==> src/design/md4_pkg.sv <==
package md4_pkg;

   // MD4 initial chaining words and round constants
   localparam logic [31:0] IV0 = 32'h67452301;
   localparam logic [31:0] IV1 = 32'hefcdab89;
   localparam logic [31:0] IV2 = 32'h98badcfe;
   localparam logic [31:0] IV3 = 32'h10325476;
   localparam logic [31:0] K2  = 32'h5a827999;
   localparam logic [31:0] K3  = 32'h6ed9eba1;

   localparam int STEPS = 48;
   localparam logic [5:0] LAST_STEP  = 6'(STEPS - 1);
   localparam logic [5:0] FILL_FULL  = 6'd63;
   localparam logic [5:0] FILL_LEN   = 6'd56;
   localparam logic [7:0] PAD_MARKER = 8'h80;

   localparam logic [1:0] ROUND_F = 2'd0;
   localparam logic [1:0] ROUND_G = 2'd1;
   localparam logic [1:0] ROUND_H = 2'd2;
   localparam logic [1:0] LAST_INDEX = 2'd3;

   typedef enum logic [2:0] {
      ST_IDLE,
      ST_COMP,
      ST_FOLD,
      ST_PAD,
      ST_OUT
   } state_type;

   // controller to datapath
   typedef struct packed {
      logic put_byte;     // write one byte lane at the fill position
      logic put_data;     // byte comes from the input, else padding
      logic put_marker;   // padding byte is the 0x80 marker
      logic write_length; // store bit length in words 14 and 15
      logic step_run;     // advance one compression step
      logic load_v;       // working words follow the chaining words
      logic fold;         // add working words into the chain
      logic out_next;     // one digest word transferred
      logic clear_msg;    // start a new message
   } cmd_type;

   // datapath to controller
   typedef struct packed {
      logic [5:0] fill;
      logic       step_last;
      logic       out_last;
   } status_type;

   // message word read by a step, per round
   function automatic logic [3:0] word_select(input logic [5:0] step);
      logic [3:0] k;
      logic [3:0] r;
      k = step[3:0];
      r = 4'b0000;
      case (step[5:4])
         ROUND_F: r = k;
         ROUND_G: r = {k[1:0], k[3:2]};
         default: r = {k[0], k[1], k[2], k[3]};
      endcase
      return r;
   endfunction

   function automatic logic [4:0] step_shift(input logic [5:0] step);
      logic [4:0] s;
      s = 5'd3;
      case ({step[5:4], step[1:0]})
         4'b0000, 4'b0100, 4'b1000: s = 5'd3;
         4'b0001: s = 5'd7;
         4'b0010: s = 5'd11;
         4'b0011: s = 5'd19;
         4'b0101: s = 5'd5;
         4'b0110: s = 5'd9;
         4'b0111: s = 5'd13;
         4'b1001: s = 5'd9;
         4'b1010: s = 5'd11;
         4'b1011: s = 5'd15;
         default: s = 5'd3;
      endcase
      return s;
   endfunction

   function automatic logic [31:0] rotl32(input logic [31:0] x, input logic [4:0] s);
      logic [63:0] w;
      w = {x, x} << s;
      return w[63:32];
   endfunction

   function automatic logic [31:0] bswap32(input logic [31:0] x);
      return {x[7:0], x[15:8], x[23:16], x[31:24]};
   endfunction

endpackage

==> src/design/md4_hash.sv <==
// MD4 digest over a byte stream, one byte per input transfer.
// A byte that completes a block starts its compression: 48 steps through a
// single step datapath, then one fold into the chain; input waits meanwhile.
// End of message: the 0x80 marker and zero padding bytes, up to 64, then the
// length words, each block compressed, then four digest word transfers.
// Synchronous active-high reset loads the initial chain and clears length/fill.
module md4_hash (
   input  logic        clock,
   input  logic        reset,
   input  logic        req_valid,
   output logic        req_ready,
   input  logic [7:0]  req_data_byte,
   input  logic        req_has_byte,
   input  logic        req_end_of_message,
   output logic        rsp_valid,
   input  logic        rsp_ready,
   output logic [31:0] rsp_digest_word,
   output logic [1:0]  rsp_word_index,
   output logic        rsp_last_word
);
   import md4_pkg::*;

   cmd_type    cmd;
   status_type status;

   md4_ctrl u_ctrl (
      .clock              (clock),
      .reset              (reset),
      .req_valid          (req_valid),
      .req_ready          (req_ready),
      .req_has_byte       (req_has_byte),
      .req_end_of_message (req_end_of_message),
      .rsp_valid          (rsp_valid),
      .rsp_ready          (rsp_ready),
      .status             (status),
      .cmd                (cmd)
   );

   md4_dp u_dp (
      .clock           (clock),
      .reset           (reset),
      .cmd             (cmd),
      .req_data_byte   (req_data_byte),
      .status          (status),
      .rsp_digest_word (rsp_digest_word),
      .rsp_word_index  (rsp_word_index),
      .rsp_last_word   (rsp_last_word)
   );

endmodule

==> src/design/md4_ctrl.sv <==
module md4_ctrl (
   input  logic                clock,
   input  logic                reset,
   input  logic                req_valid,
   output logic                req_ready,
   input  logic                req_has_byte,
   input  logic                req_end_of_message,
   output logic                rsp_valid,
   input  logic                rsp_ready,
   input  md4_pkg::status_type status,
   output md4_pkg::cmd_type    cmd
);
   import md4_pkg::*;

   state_type state_ff, state_in;
   logic      eom_pending_ff, eom_pending_in;
   logic      pad_first_ff, pad_first_in;
   logic      final_ff, final_in;

   // state and message flags
   always_ff @(posedge clock) begin
      if (reset) begin
         state_ff       <= ST_IDLE;
         eom_pending_ff <= 1'b0;
         pad_first_ff   <= 1'b0;
         final_ff       <= 1'b0;
      end else begin
         state_ff       <= state_in;
         eom_pending_ff <= eom_pending_in;
         pad_first_ff   <= pad_first_in;
         final_ff       <= final_in;
      end
   end

   // next state and commands
   always_comb begin
      state_in       = state_ff;
      eom_pending_in = eom_pending_ff;
      pad_first_in   = pad_first_ff;
      final_in       = final_ff;
      cmd            = '0;
      req_ready      = 1'b0;
      rsp_valid      = 1'b0;
      unique case (state_ff)
         ST_IDLE: begin
            req_ready   = 1'b1;
            cmd.load_v  = 1'b1;
            if (req_valid) begin
               cmd.put_byte = req_has_byte;
               cmd.put_data = 1'b1;
               if (req_end_of_message) begin
                  eom_pending_in = 1'b1;
                  pad_first_in   = 1'b1;
               end
               if (req_has_byte && status.fill == FILL_FULL) begin
                  state_in = ST_COMP;
               end else if (req_end_of_message) begin
                  state_in = ST_PAD;
               end
            end
         end
         ST_COMP: begin
            cmd.step_run = 1'b1;
            if (status.step_last) begin
               state_in = ST_FOLD;
            end
         end
         ST_FOLD: begin
            cmd.fold = 1'b1;
            if (final_ff) begin
               state_in = ST_OUT;
            end else if (eom_pending_ff) begin
               state_in = ST_PAD;
            end else begin
               state_in = ST_IDLE;
            end
         end
         ST_PAD: begin
            cmd.load_v = 1'b1;
            if (pad_first_ff) begin
               cmd.put_byte = 1'b1;
               cmd.put_marker = 1'b1;
               pad_first_in = 1'b0;
               if (status.fill == FILL_FULL) begin
                  state_in = ST_COMP;
               end
            end else if (status.fill == FILL_LEN) begin
               cmd.write_length = 1'b1;
               final_in = 1'b1;
               state_in = ST_COMP;
            end else begin
               cmd.put_byte = 1'b1;
               if (status.fill == FILL_FULL) begin
                  state_in = ST_COMP;
               end
            end
         end
         ST_OUT: begin
            rsp_valid = 1'b1;
            if (rsp_ready) begin
               cmd.out_next = 1'b1;
               if (status.out_last) begin
                  cmd.clear_msg  = 1'b1;
                  eom_pending_in = 1'b0;
                  final_in       = 1'b0;
                  state_in       = ST_IDLE;
               end
            end
         end
         default: begin
            state_in = ST_IDLE;
         end
      endcase
   end

endmodule

==> src/design/md4_dp.sv <==
module md4_dp (
   input  logic                clock,
   input  logic                reset,
   input  md4_pkg::cmd_type    cmd,
   input  logic [7:0]          req_data_byte,
   output md4_pkg::status_type status,
   output logic [31:0]         rsp_digest_word,
   output logic [1:0]          rsp_word_index,
   output logic                rsp_last_word
);
   import md4_pkg::*;

   logic [31:0] chain_ff [4];
   logic [31:0] words_ff [16];
   logic [31:0] v_ff [4];
   logic [63:0] bit_length_ff;
   logic [5:0]  fill_ff;
   logic [5:0]  step_ff;
   logic [1:0]  index_ff;

   logic [7:0]  put_value;
   logic [31:0] a, b, c, d;
   logic [31:0] f_value;
   logic [31:0] x_value;
   logic [31:0] a_in;

   // byte to store
   always_comb begin
      if (cmd.put_data) begin
         put_value = req_data_byte;
      end else if (cmd.put_marker) begin
         put_value = PAD_MARKER;
      end else begin
         put_value = 8'h00;
      end
   end

   // one compression step: round function, add, rotate
   always_comb begin
      a = v_ff[0];
      b = v_ff[1];
      c = v_ff[2];
      d = v_ff[3];
      x_value = words_ff[word_select(step_ff)];
      case (step_ff[5:4])
         ROUND_F: f_value = (b & c) | (~b & d);
         ROUND_G: f_value = ((b & c) | (b & d) | (c & d)) + K2;
         ROUND_H: f_value = (b ^ c ^ d) + K3;
         default: f_value = (b ^ c ^ d) + K3;
      endcase
      a_in = rotl32(a + f_value + x_value, step_shift(step_ff));
   end

   // message block, byte lanes written in place
   always_ff @(posedge clock) begin
      if (cmd.put_byte) begin
         words_ff[fill_ff[5:2]][{fill_ff[1:0], 3'b000} +: 8] <= put_value;
      end
      if (cmd.write_length) begin
         words_ff[14] <= bit_length_ff[31:0];
         words_ff[15] <= bit_length_ff[63:32];
      end
   end

   // working words rotate through a, b, c, d
   always_ff @(posedge clock) begin
      if (cmd.load_v) begin
         for (int i = 0; i < 4; i++) begin
            v_ff[i] <= chain_ff[i];
         end
      end else if (cmd.step_run) begin
         v_ff[0] <= d;
         v_ff[1] <= a_in;
         v_ff[2] <= b;
         v_ff[3] <= c;
      end
   end

   // chain, length, fill, step and output index
   always_ff @(posedge clock) begin
      if (reset || cmd.clear_msg) begin
         chain_ff[0]   <= IV0;
         chain_ff[1]   <= IV1;
         chain_ff[2]   <= IV2;
         chain_ff[3]   <= IV3;
         bit_length_ff <= '0;
         fill_ff       <= '0;
         step_ff       <= '0;
         index_ff      <= '0;
      end else begin
         if (cmd.fold) begin
            for (int i = 0; i < 4; i++) begin
               chain_ff[i] <= chain_ff[i] + v_ff[i];
            end
         end
         if (cmd.put_byte) begin
            fill_ff <= fill_ff + 6'd1;
         end
         if (cmd.put_byte && cmd.put_data) begin
            bit_length_ff <= bit_length_ff + 64'd8;
         end
         if (cmd.step_run) begin
            step_ff <= (step_ff == LAST_STEP) ? 6'd0 : step_ff + 6'd1;
         end
         if (cmd.out_next) begin
            index_ff <= index_ff + 2'd1;
         end
      end
   end

   assign status.fill      = fill_ff;
   assign status.step_last = (step_ff == LAST_STEP);
   assign status.out_last  = (index_ff == LAST_INDEX);

   assign rsp_digest_word = bswap32(chain_ff[index_ff]);
   assign rsp_word_index  = index_ff;
   assign rsp_last_word   = (index_ff == LAST_INDEX);

endmodule

==> config.mk <==
export PLATFORM = sky130hd
export DESIGN_NAME = md4_hash
export DESIGN_NICKNAME = d
export VERILOG_FILES = /design/src/design/md4_pkg.sv /design/src/design/md4_hash.sv /design/src/design/md4_ctrl.sv /design/src/design/md4_dp.sv
export SDC_FILE = /design/constraint.sdc
export NUM_CORES = 2
export LEC_CHECK = 0
export BUFFER_PORTS_ARGS = -buffer_cell sky130_fd_sc_hd__buf_4
export CORE_MARGIN = 2
export CORE_UTILIZATION = 40
export DETAILED_ROUTE_END_ITERATION = 7
export GPL_ROUTABILITY_DRIVEN = 1
export SLEW_MARGIN = 20
export SYNTH_ARGS = -nofsm -noshare
export SYNTH_HDL_FRONTEND = slang
export SYNTH_HIERARCHICAL = 1
export SYNTH_SLANG_ARGS = --single-unit
==> constraint.sdc <==
create_clock -name clock -period 12.5 [get_ports clock]
set_clock_uncertainty 0.1 [all_clocks]
set_input_delay 1.875 -clock clock [delete_from_list [all_inputs] [get_ports clock]]
set_output_delay 1.875 -clock clock [all_outputs]
set_load 0.005 [all_outputs]
Yosys cells after proc, flatten, opt, wreduce, memory -nomap -nowiden
Memory sizes are Yosys's and may differ from the RTL's. A register that Yosys moved wholly into a read port is not among the register bits.
Index checks and enable logic that the tools add are counted.
{"block": "word_totals", "latch_bits": 0, "rom_bits": 64, "input_bits": 14, "memories": 4, "elab_cells": 149, "out_inout_bits": 37, "register_bits": 84, "ramBits": 768}
{"block": "op_classes", "shift": 3, "n_div": 0, "reduce_logical": 14, "addsub": 13, "n_eq_ne": 17, "muxes": 72, "multipliers": 0, "n_bitwise": 18, "magnitude_cmp": 0}
{"name": "u_dp.words_ff", "depth": 16, "word_bits": 32, "read_ports": 1, "rd_ports_with_merged_regs": 0, "write_ports": 2, "line_no": "md4_dp.sv:14", "rtl": "logic [31:0] words_ff [16];"}
{"name": "u_dp.chain_ff", "depth": 4, "word_bits": 32, "read_ports": 5, "rd_ports_with_merged_regs": 1, "write_ports": 4, "line_no": "md4_dp.sv:13", "rtl": "logic [31:0] chain_ff [4];"}
{"name": "u_dp.v_ff", "depth": 4, "word_bits": 32, "read_ports": 4, "rd_ports_with_merged_regs": 0, "write_ports": 4, "line_no": "md4_dp.sv:15", "rtl": "logic [31:0] v_ff [4];"}
{"name": "(name not given)", "depth": 16, "word_bits": 4, "read_ports": 1, "rd_ports_with_merged_regs": 1, "write_ports": 0, "line_no": "md4_pkg.sv:67", "rtl": "case ({step[5:4], step[1:0]})"}
{"operator": "2-to-1 mux 32 bit", "n": 11}
{"operator": "adder 32 bit", "n": 6}
{"operator": "AND 32 bit", "n": 4}
{"operator": "bitwise OR 32 bit", "n": 3}
{"operator": "adder 32 x 31 -> 32 bit (second input constant)", "n": 2}
{"operator": "adder 64 x 4 -> 64 bit (second input constant)", "n": 1}
{"operator": "case mux 32 bit (2 select lines)", "n": 1}
{"operator": "<< shifter 64 x 5 -> 64 bit", "n": 1}
{"operator": "XOR 32 bit", "n": 2}
{"operator": "inverter 32 bit", "n": 1}
{"operator": "OR reduction 32 bit", "n": 1}
{"operator": "variable shift 8 x 7 -> 32 bit (first input constant)", "n": 1}
{"operator": "variable part select 8 x 7 -> 32 bit", "n": 1}
{"operator": "2-to-1 mux 1 bit", "n": 31}
{"operator": "2-to-1 mux 3 bit", "n": 10}
{"operator": "equality test 6 bit (second input constant)", "n": 3}
{"operator": "2-to-1 mux 8 bit", "n": 2}
{"operator": "case mux 3 bit (5 select lines)", "n": 1}
{"operator": "AND reduction 5 bit", "n": 3}
{"operator": "2-to-1 mux 2 bit", "n": 7}
{"operator": "adder 6 x 1 -> 6 bit (second input constant)", "n": 2}
{"operator": "2-to-1 mux 4 bit", "n": 3}
{"operator": "!= test 2 bit (second input constant)", "n": 6}
{"operator": "bitwise OR 1 bit", "n": 8}
{"operator": "19 further kinds", "n": 26}

Logic depth before layout (Yosys ltp)
An unclocked memory read counts as a cell.
{"block": "depth", "ltp_word": 10, "mapped_depth": 26, "mapped_depth_nobuf": 25}

Modules after synthesis
The synthesis kept the hierarchy.
{"mod": "md4_dp", "cells_per_inst": 4146, "seq_area_each_um2": 24653.6, "area_per_inst_um2": 48131.2, "instances": 1}
{"mod": "md4_ctrl", "cells_per_inst": 57, "seq_area_each_um2": 120.1, "area_per_inst_um2": 439.2, "instances": 1}

Least setup slack after synthesis
Ideal clock, no wire load.
{"block": "synth_path", "path_type": "register to register", "from": "memory u_dp.v_ff[1][0]", "to": "memory u_dp.v_ff[1][18], data pin", "path_stages_with_launch": 25, "required_time_ns": 12.145, "arrival_time_ns": 6.318, "setup_ns": 0.255, "n_path_buf": 0, "synth_period_minus_slack_ns": 6.673, "path_slack_ns": 5.827, "cell_sequence": "edfxtp_1 -> fa_1 -> ha_1 -> and4b_1 -> nor2_1 -> o21ai_1 -> a21bo_2 -> a2111oi_1 -> o21ai_0 -> a211oi_1 -> o21ai_0 -> o21ai_0 -> fa_1 -> inv_1 -> ha_1 -> a21o_1 -> a31o_2 -> or4_1 -> o21a_1 -> nand2_1 -> o21ai_1 -> a21oi_1 -> xnor3_2 -> o31a_1 -> a31o_1"}
{"element": "start: declaration", "line_no": "md4_dp.sv:15"}

==> results.ini <==
[global_route]
grt.total_usage_pct = 21.95
grt_max_degree = 85
grt_antenna_before_repair = 0
gr-total-overflow = 0
grt_pass1_vias = 32667
grt_pass1_wl_um = 208400

[yosys]
syn-cell-area_mm2 = 0.04857
yosys_warnings = 6
synth_compound_area_share_pct = 12.20
ys_seq_area_share_pct = 51.01
ys_seq_elements = 855
synthSimpleGateAreaFrac_pct = 12.14
synth_edf_count = 765
syn_inst = 4203
synth_xor_area_share_pct = 4.070
synthMuxAreaShare_pct = 10.43
ys_types = 104
avgSynthCellArea_um2 = 11.56
synth_top_family_by_area = compound AO/OA/AOI/OAI gates
async_flop_share_pct = 0
syn_nets = 4450
synthFlopType = edfxtp_1
synthAdderAreaFrac_pct = 7.053

[final_layout]
fillCellCount = 11189
nNetsFinal = 4436
area_delta_synth_final_pct = 10.49
insertedDiodeCount = 0
drive_gt1_share_pct = 11.52
final_cells = 5876

[min_path]
hp-class = reg -> reg
hold_start = u_dp/words_ff[14][1]

[power_and_ir_drop]
p_seq_share_pct = 25.5
power_frac_comb_pct = 56.2
clock_power_share_pct = 18.3
internal-power_mw = 8.380
vdd_ir_drop_max_v = 0.0002005
switching_share_pct = 45.00
power_leakage_nw = 19.54
pwr_density_cell_mw_per_mm2 = 283.9
net-switching-power_mw = 6.857

[floorplanning]
core_mm2 = 0.1201
pin_count = 51
die_y_um = 352.5
start_util_pct = 40.43
num_rows = 127
dieArea_mm2 = 0.1242
fp.dieW_um = 352.5

[timing]
fin_setup_tns_ns = 0
whs_ns = 0.3832
finalCritPeriodShare_pct = 63.53
post-route-min-period_ns = 7.941
slew_headroom_pct = 26.81
max_freq_mhz = 125.9
finalSetupViolCount = 0
final_hold_viol_count = 0
rsz0062_at_grt = false
slew_viol_final = 0
worst_pin_slew_ns = 1.096
setup_ws_ns = 4.559

[setup_path]
worstReg2RegStart = u_dp/step_ff[4]
worstSetupEndpoint = u_dp/v_ff[1][18]
cp-start-kind = flop
required_ns = 12.85
worstSetupPathType = reg -> reg
r2r_setup_slack_ns = 4.56
crit_path_start = u_dp/step_ff[4]
end_kind = flop
crit_arrival_ns = 8.29
crit_fanout = 84
timing.rr.end = u_dp/v_ff[1][18]
worstRegToRegCells = 22

[cts]
cts_made_buffers = 90
cts_hold_buf = 0
clock_path_buffers = 3
cts.sinks = 855
cts-resized-gates = 0
cts_tree = done
htree_num_levels = 3
post_cts_buffers = 0
cts.reportedPaths.clkPinSlew_ns = 0.06
clockRootBuffer = clkbuf_16
insertion_delay_ns = 0.72

[placed_design]
portBuffers = 50
preCtsSetupSlack_ns = 4.520
placed_cells = 5708
place_congestion = 0.9215
detailed_place_hpwl_um = 98480

[drt]
via_per_inst = 5.811
drt_iter0_markers = 3505
drt_pass1_iterations = 5
routed_wl_um = 138500
wl_per_cell_um = 23.57
final_antenna_net_count = 0
via_count = 34147
drc_errors = 0

[outcome]
run_status = completed

[job]
max-cap-violations = 0

cell usage in the layout, fill, tap and decap left out, drive strengths merged, types with 47 or more instances in the layout:
master,n
a211oi,69
a21o,120
a21oi,219
and3,50
buf,91
clkbuf,109
dfxtp,90
edfxtp,765
fa,68
ha,165
inv,195
mux2i,93
mux4,165
nand2,498
nand3,75
nor2,395
nor2b,47
nor3,77
o21ai,195
xnor2,96
xor2,127
power by group through the flow:
stage,logic (mW),registers [mW],clock network [mW]
2_1_floorplan,6.16,3.77,0
6_report,8.56,3.89,2.79
5_1_grt,9.30,3.92,2.95
3_3_place_gp,8.31,3.95,0
4_1_cts,8.40,3.89,2.84
3_5_place_dp,8.35,3.95,0
through the flow:
stage          instance area [um^2]  utilization (%)  power, mW
3_3_place_gp                  50580            42.11      12.25
5_1_grt                       53660            44.67      16.17
2_1_floorplan                 48570                -      9.930
4_1_cts                       53640            44.65      15.13
3_5_place_dp                  50580            42.11      12.30
6_report                      53660            44.67      15.24
area by class of cell:
type,instances,area (um^2),area share (%)
inverter,194,728.2,1.357
clock buffer,109,2333,4.348
tap,1612,2017,3.758
clock inverter,58,725.7,1.352
sequential,855,24780,46.18
timing repair buffer,91,708.2,1.320
multi-input combinational,2957,22370,41.69
logic make-up after synthesis:
group / Yosys count
adders and majority gates: 233
xor gates and xnor gates: 224
muxes: 295
buffers and inverters: 391
AOI/OAI and AO/OA: 889
DFF: 855
and+or+nand+nor: 1316
synthesized netlist by cell type, types with 10 or more instances:
cell	number	area, um^2
o211ai_1	16	120.1
a22oi_1	16	120.1
ha_1	165	2064
a21oi_1	217	1086
o21a_1	26	195.2
nand2b_1	46	287.8
o211a_1	14	140.1
a311oi_1	11	96.34
and2_1	20	125.1
o22ai_1	10	62.56
nor2_1	395	1483
nor3_1	76	380.4
o21ai_0	187	935.9
edfxtp_1	765	22970
a31oi_1	27	168.9
buf_2	22	110.1
a31o_2	10	87.58
fa_1	68	1361
or2_2	15	93.84
o31ai_1	15	112.6
nand2_1	498	1869
a211oi_1	67	503.0
or3_1	30	187.7
nand3_1	75	375.4
buf_1	30	112.6
inv_1	192	720.7
xnor2_1	96	840.8
nand4_1	20	125.1
mux2_2	35	394.1
and3_1	47	294.0
a21o_1	120	900.9
mux4_2	165	3716
dfxtp_1	90	1802
xor2_1	127	1112
mux2i_1	93	930.9
o21bai_1	23	172.7
a21boi_0	14	105.1
nor2b_1	47	294.0
clkbuf_1	141	529.3
critical path, cell delays in order, from the launching register on:
cell and delay [ns]:
dfxtp_2 0.32, clkinv_1 0.68, nand2_1 0.24, a21oi_1 0.13, a21oi_4 0.18, buf_12 0.54
buf_4 0.78, mux4_2 0.59, mux2_2 0.27, a21oi_1 0.36, fa_1 0.48, inv_1 0.06
ha_1 0.28, a21o_1 0.21, a31o_2 0.28, or4_1 0.51, o21a_1 0.15, nand2_1 0.10
o21ai_1 0.08, a21oi_1 0.15, xnor3_2 0.56, o31a_1 0.34, a31o_1 0.21
registers in the layout (all words and copies together), names as in the netlist, named ones only:
| signal | flops |
|---|---|
| u_ctrl/eom_pending_ff | 1 |
| u_ctrl/final_ff | 1 |
| u_ctrl/pad_first_ff | 1 |
| u_ctrl/state_ff | 3 |
| u_dp/bit_length_ff | 61 |
| u_dp/chain_ff | 128 |
| u_dp/fill_ff | 6 |
| u_dp/rsp_word_index | 2 |
| u_dp/step_ff | 6 |
| u_dp/v_ff | 128 |
| u_dp/words_ff | 512 |
worst min path at each step:
stage	endpoint	slack, ns	cells past startpoint
finish	u_dp/words_ff[14][1]	0.38	2
global route	u_dp/bit_length_ff[47]	0.44	2
CTS	u_dp/words_ff[14][1]	0.38	2
detailed placement	u_dp/words_ff[14][1]	0.37	2
global placement	u_dp/words_ff[14][2]	0.36	2
floorplan	u_dp/words_ff[14][0]	0.35	2
layer usage:
metal	global-route usage [%]	part of all wire, %	up-vias
met1	31.34	45	17164
met3	3.146	6.2	218
li1	-	-	15575
met2	34.67	46	1190
met5	0	0	-
met4	6.615	2.9	0
Power figures use the tool's default switching activity.
